### src/rtl/core/bb3_pkg.sv
package bb3_pkg;

    localparam int MAX_WIDTH   = 4096;
    localparam int MIN_WIDTH   = 2;
    localparam int ADDR_W      = $clog2(MAX_WIDTH);
    localparam int WIDTH_W     = ADDR_W + 1;
    localparam int HEIGHT_W    = 16;
    localparam int PADDR_W     = 3;
    localparam int PDATA_W     = 32;
    localparam int QUEUE_DEPTH = 4;
    localparam int QPTR_W      = $clog2(QUEUE_DEPTH);
    localparam int QCNT_W      = $clog2(QUEUE_DEPTH + 1);
    localparam int SUM_W       = 12;

    localparam logic [WIDTH_W-1:0]  WIDTH_RESET  = WIDTH_W'(MAX_WIDTH);
    localparam logic [HEIGHT_W-1:0] HEIGHT_RESET = HEIGHT_W'(4096);

    typedef enum logic {
        REG_WIDTH  = 1'b0,
        REG_HEIGHT = 1'b1
    } reg_idx_t;

    typedef struct packed {
        logic       action;
        logic [7:0] in_red;
        logic [7:0] in_green;
        logic [7:0] in_blue;
        logic [7:0] in_alpha;
    } pix_in_t;

    typedef struct packed {
        logic [7:0] out_red;
        logic [7:0] out_green;
        logic [7:0] out_blue;
        logic [7:0] out_alpha;
        logic       frame_end;
        logic       run_last;
    } res_t;

    typedef struct packed {
        logic [7:0] alpha;
        logic [7:0] blue;
        logic [7:0] green;
        logic [7:0] red;
    } rgba_t;

    typedef struct packed {
        logic [WIDTH_W-1:0]  width;
        logic [HEIGHT_W-1:0] height;
    } cfg_t;

    typedef enum logic [1:0] {
        CMD_PIX   = 2'd0,
        CMD_PRIME = 2'd1,
        CMD_FLUSH = 2'd2
    } cmd_kind_t;

    // One unit of work for the back part: a pixel, a window prime read or a drain step.
    typedef struct packed {
        cmd_kind_t         kind;
        logic [ADDR_W-1:0] addr;
        rgba_t             pix;
        logic              emit_a;
        logic              emit_b;
        logic              left;
        logic              right;
        logic              top;
        logic              fend;
    } cmd_t;

endpackage

### src/rtl/core/bb3_queue.sv
module bb3_queue
    import bb3_pkg::*;
(
    input  logic clk,
    input  logic rst_n,
    input  logic push,
    input  cmd_t push_cmd,
    output logic full,
    output logic head_valid,
    output cmd_t head,
    input  logic pop
);

    cmd_t              slot_reg [QUEUE_DEPTH];
    logic [QPTR_W-1:0] wr_ptr_reg, wr_ptr_next;
    logic [QPTR_W-1:0] rd_ptr_reg, rd_ptr_next;
    logic [QCNT_W-1:0] count_reg, count_next;
    logic              do_push;
    logic              do_pop;

    assign full       = (count_reg == QCNT_W'(QUEUE_DEPTH));
    assign head_valid = (count_reg != '0);
    assign head       = slot_reg[rd_ptr_reg];
    assign do_push    = push && !full;
    assign do_pop     = pop && head_valid;

    always_comb
    begin
        wr_ptr_next = do_push ? wr_ptr_reg + QPTR_W'(1) : wr_ptr_reg;
        rd_ptr_next = do_pop ? rd_ptr_reg + QPTR_W'(1) : rd_ptr_reg;
        count_next  = count_reg + QCNT_W'(do_push) - QCNT_W'(do_pop);
    end

    always_ff @(posedge clk or negedge rst_n)
    begin
        if (!rst_n)
        begin
            wr_ptr_reg <= '0;
            rd_ptr_reg <= '0;
            count_reg  <= '0;
        end
        else
        begin
            wr_ptr_reg <= wr_ptr_next;
            rd_ptr_reg <= rd_ptr_next;
            count_reg  <= count_next;
        end
    end

    always_ff @(posedge clk)
    begin
        if (do_push)
        begin
            slot_reg[wr_ptr_reg] <= push_cmd;
        end
    end

endmodule

### config.mk
export PLATFORM = sky130hd
export DESIGN_NAME = bb3_queue
export DESIGN_NICKNAME = d
export VERILOG_FILES = /design/src/rtl/core/bb3_pkg.sv /design/src/rtl/core/bb3_queue.sv
export SDC_FILE = /design/constraint.sdc
export NUM_CORES = 1
export LEC_CHECK = 0
export ABC_CLOCK_PERIOD_IN_PS = 3600
export BUFFER_PORTS_ARGS = -buffer_cell sky130_fd_sc_hd__buf_2
export CORE_MARGIN = 8
export CORE_UTILIZATION = 37
export CTS_CLUSTER_DIAMETER = 40
export DETAILED_ROUTE_END_ITERATION = 7
export GPL_ROUTABILITY_DRIVEN = 0
export GPL_TIMING_DRIVEN = 0
export PLACE_DENSITY = 0.57
export SETUP_SLACK_MARGIN = 0.3
export SLEW_MARGIN = 30
export SYNTH_ARGS = -nofsm -noshare
export SYNTH_HDL_FRONTEND = slang
export SYNTH_SLANG_ARGS = --single-unit
### constraint.sdc
create_clock -name clk -period 3.6 [get_ports clk]
set_input_delay 0.18 -clock clk [delete_from_list [all_inputs] [get_ports clk]]
set_output_delay 0.18 -clock clk [all_outputs]
set_load 0.005 [all_outputs]
==> reports/qor.csv <==
stage,metric,value,unit
yosys,Avg Inst Size Synth,25.8,um2
hold_path,Hold EP,slot_reg[1][5],
clock_network,clock latency at the later pin of the worst-skew pair,530,ps
power_and_ir_drop,total power,8.49,mW
clock_network,# clock sinks,215,
floorplanning,die area,26700,um2
cells_and_area,Largest register FFs,208,
cells_and_area,FILL cells,1780,
floorplanning,chip width,163,um
drt,Initial DRT Pass Iterations,4,
sta,ratio of final minimum period to clock period,64.2,%
cells_and_area,layout cell share with drive strength beyond 1,41.3,%
global_route,initial antenna violation count,0,
setup_path,kind of critical path,reg -> reg,
run_status,status,"complete, no violations",
power_and_ir_drop,leakage power figure,3.68,nW
sta,Final min period,2310,ps
drt,Iter 0 DRT Violations,134,
yosys,"flops & latches, synth",215,
power_and_ir_drop,worst-case vdd ir drop,553,uV
yosys,syn_nets,375,
power_and_ir_drop,combinational share of power,28.1,%
cells_and_area,Nets,577,
sta,RSZ-0062 raised after global routing,no,
cells_and_area,most frequent cells in the layout,"208 x edfxtp_1, 115 x buf_2, 57 x dlygate4sd3_1, 48 x mux4_2, 29 x clkbuf_16",
sta,Min Hold Slack,403,ps
drt,Routed WL per cell,19.6,um
floorplanning,# rows,54,
floorplanning,Die Y,163,um
power_and_ir_drop,NetSw,2.32,mW
setup_path,Crit. End Element,flip-flop,
setup_path,Worst path slowest cell,dfrtp_1,
power_and_ir_drop,Pwr per Cell Area,806,nW/um2
placed_design,Post-DP HPWL,9700,um
drt,Total Wirelength,16000,um
clock_network,CTS tree,yes,
sta,headroom to the max-slew limit,62.9,%
cells_and_area,diode count,0,
drt,# DRC,0,
drt,overall via count from detail_route,3900,
sta,Final setup viols,0,
global_route,first-pass GRT wire length,25000,um
setup_path,WP data required,4000,ps
drt,Final ANT Viol Nets,0,
setup_path,crit path max fanout,8,
setup_path,critical path launch point type,flip-flop,
yosys,Gate Count Post-Synth,312,
hold_path,hold depth,2,
sta,Setup Skew,12.0,ps
cells_and_area,"commonest non-fill, non-tap cell in the layout",edfxtp_1,
floorplanning,I/O pin count,110,
drt,via/cell ratio,4.79,
floorplanning,starting density of the core,37.3,%
cells_and_area,Area Overhead vs Synth,31.0,%
power_and_ir_drop,cell-internal power,6.17,mW
clock_network,root cell of the clock tree,clkbuf_16,
yosys,Mapped Area,8040,um2
setup_path,Critical Path Max Stage Delay,470,ps
setup_path,critical path cell sequence,nor3b_2 -> nand2b_1 -> ha_1 -> inv_1 -> ha_1 -> inv_1 -> fa_1 -> xnor2_1 -> xnor2_1,
sta,worst-margin pin slew,557,ps
yosys,sequential cell area fraction in the yosys report,79.9,%
clock_network,Clock Pin Slew Worst Setup and Hold Paths,50,ps
setup_path,r2r startpoint,count_reg[1],
run,max-cap violations,0,
yosys,Ys Warns,0,
sta,total negative slack,0,ps
clock_network,H-tree Lvls,1,
sta,Slew Limit Fails,0,
power_and_ir_drop,Clock power frac,31.4,%
setup_path,cells on worst reg2reg path,9,
global_route,GRT Residual Overflow,0,
clock_network,cts bufs inserted,29,
placed_design,placed cells,706,
global_route,vias in the first global route,4475,
yosys,"Distinct cells, synth",21,
clock_network,Post-CTS Setup Inserts,0,
cells_and_area,"Cell Count, Final, Fillers Out",815,
sta,Final Hold Fails,0,
clock_network,CTS Buffer Depth,3,
sta,fmax,432,MHz
power_and_ir_drop,register share of total power,40.5,%
floorplanning,core area,21600,um2
cells_and_area,"Core Util, Final",48.9,%
placed_design,IO buf count,109,
setup_path,Critical R2R Capture,count_reg[2],
hold_path,HP Class,in -> reg,
power_and_ir_drop,Sw Ratio,27.3,%
hold_path,HP Start,push_cmd[5],
global_route,maximum number of pins on one net before global-route repair,32,
setup_path,Reg2Reg Setup Slack,1290,ps
setup_path,Worst Path Arrival,2710,ps
global_route,Total GRT Usage,12.1,%
-- what timing repair did --
item,CTS,global route
hold endpoints to repair,218,0
gates resized for setup,0,0
hold buffers,57,0
-- worst max path at each step --
stage / start / endpoint / slack (ps) / cells after the start
2_1_floorplan: count_reg[2] / slot_reg[0][0] / 1210 / 2
3_3_place_gp: count_reg[2] / slot_reg[1][27] / -20 / 2
3_5_place_dp: count_reg[1] / count_reg[2] / 1260 / 9
4_1_cts: count_reg[1] / count_reg[2] / 1250 / 9
5_1_grt: count_reg[1] / count_reg[2] / 1070 / 9
6_report: count_reg[1] / count_reg[2] / 1290 / 9
-- layout make-up --
class | count | area, um2 | area share, %
inverter | 5 | 18.8 | 0.178
buffer | 12 | 141 | 1.34
timing repair buffer | 171 | 1220 | 11.6
clock inverter | 16 | 160 | 1.52
tap | 280 | 350 | 3.33
clock buffer | 36 | 752 | 7.14
sequential | 215 | 6420 | 61.0
multi-input combinational | 80 | 1470 | 14.0
-- cell usage after synthesis (all sizes together) --
| master | instances | area share [%] |
|---|---|---|
| fa | 1 | 0.25 |
| nand2 | 1 | 0.047 |
| nand2b | 4 | 0.31 |
| buf | 12 | 1.8 |
| and3b | 4 | 0.44 |
| ha | 6 | 0.93 |
| xnor2 | 3 | 0.33 |
| or3 | 1 | 0.078 |
| mux4 | 52 | 15 |
| dfrtp | 7 | 2.2 |
| nor3b | 1 | 0.16 |
| o211ai | 2 | 0.19 |
| nand4bb | 2 | 0.28 |
| xor2 | 1 | 0.11 |
| o311ai | 1 | 0.11 |
| o31a | 1 | 0.11 |
| inv | 5 | 0.23 |
| edfxtp | 208 | 78 |
-- metal layers --
| metal | global-route usage [%] | wire (um) | vias up |
|---|---|---|---|
| met5 | 0 | 0 | - |
| met4 | 3.42 | 307 | 0 |
| met3 | 3.25 | 1160 | 30 |
| met2 | 20.5 | 7930 | 108 |
| met1 | 15.2 | 6600 | 2011 |
| li1 | - | - | 1751 |
-- power groups by stage --
stage	logic, mW	registers [mW]	clock network (mW)
floorplan	1.45	3.47	0
global placement	2.31	3.52	0
detailed placement	2.43	3.50	0
CTS	2.49	3.45	2.74
global route	2.63	3.48	2.83
finish	2.38	3.44	2.66
-- through the flow --
| step | setup slack [ps] | cell area (um2) |
|---|---|---|
| floorplan | 1210 | 8040 |
| global placement | -18.1 | 8930 |
| detailed placement | 1260 | 9050 |
| CTS | 1250 | 10500 |
| global route | 1070 | 10500 |
| finish | 1290 | 10500 |
-- kinds of logic after synthesis --
group           synth area share (%)
mux                             14.8
compound gates                 0.405
buf+inv                         1.99
simple gates                    1.31
fa+ha+maj                       1.18
xor+xnor                       0.436
flops                           79.9
-- worst max-delay path, delay by kind of cell, from the launching register on --
| family | cells | cell delay [ps] |
|---|---|---|
| and+or+nand+nor | 2 | 600 |
| DFF | 1 | 470 |
| xor gates and xnor gates | 2 | 280 |
| buffers and inverters | 2 | 110 |
| adders and majority gates | 3 | 730 |
Power figures use the tool's default switching activity.
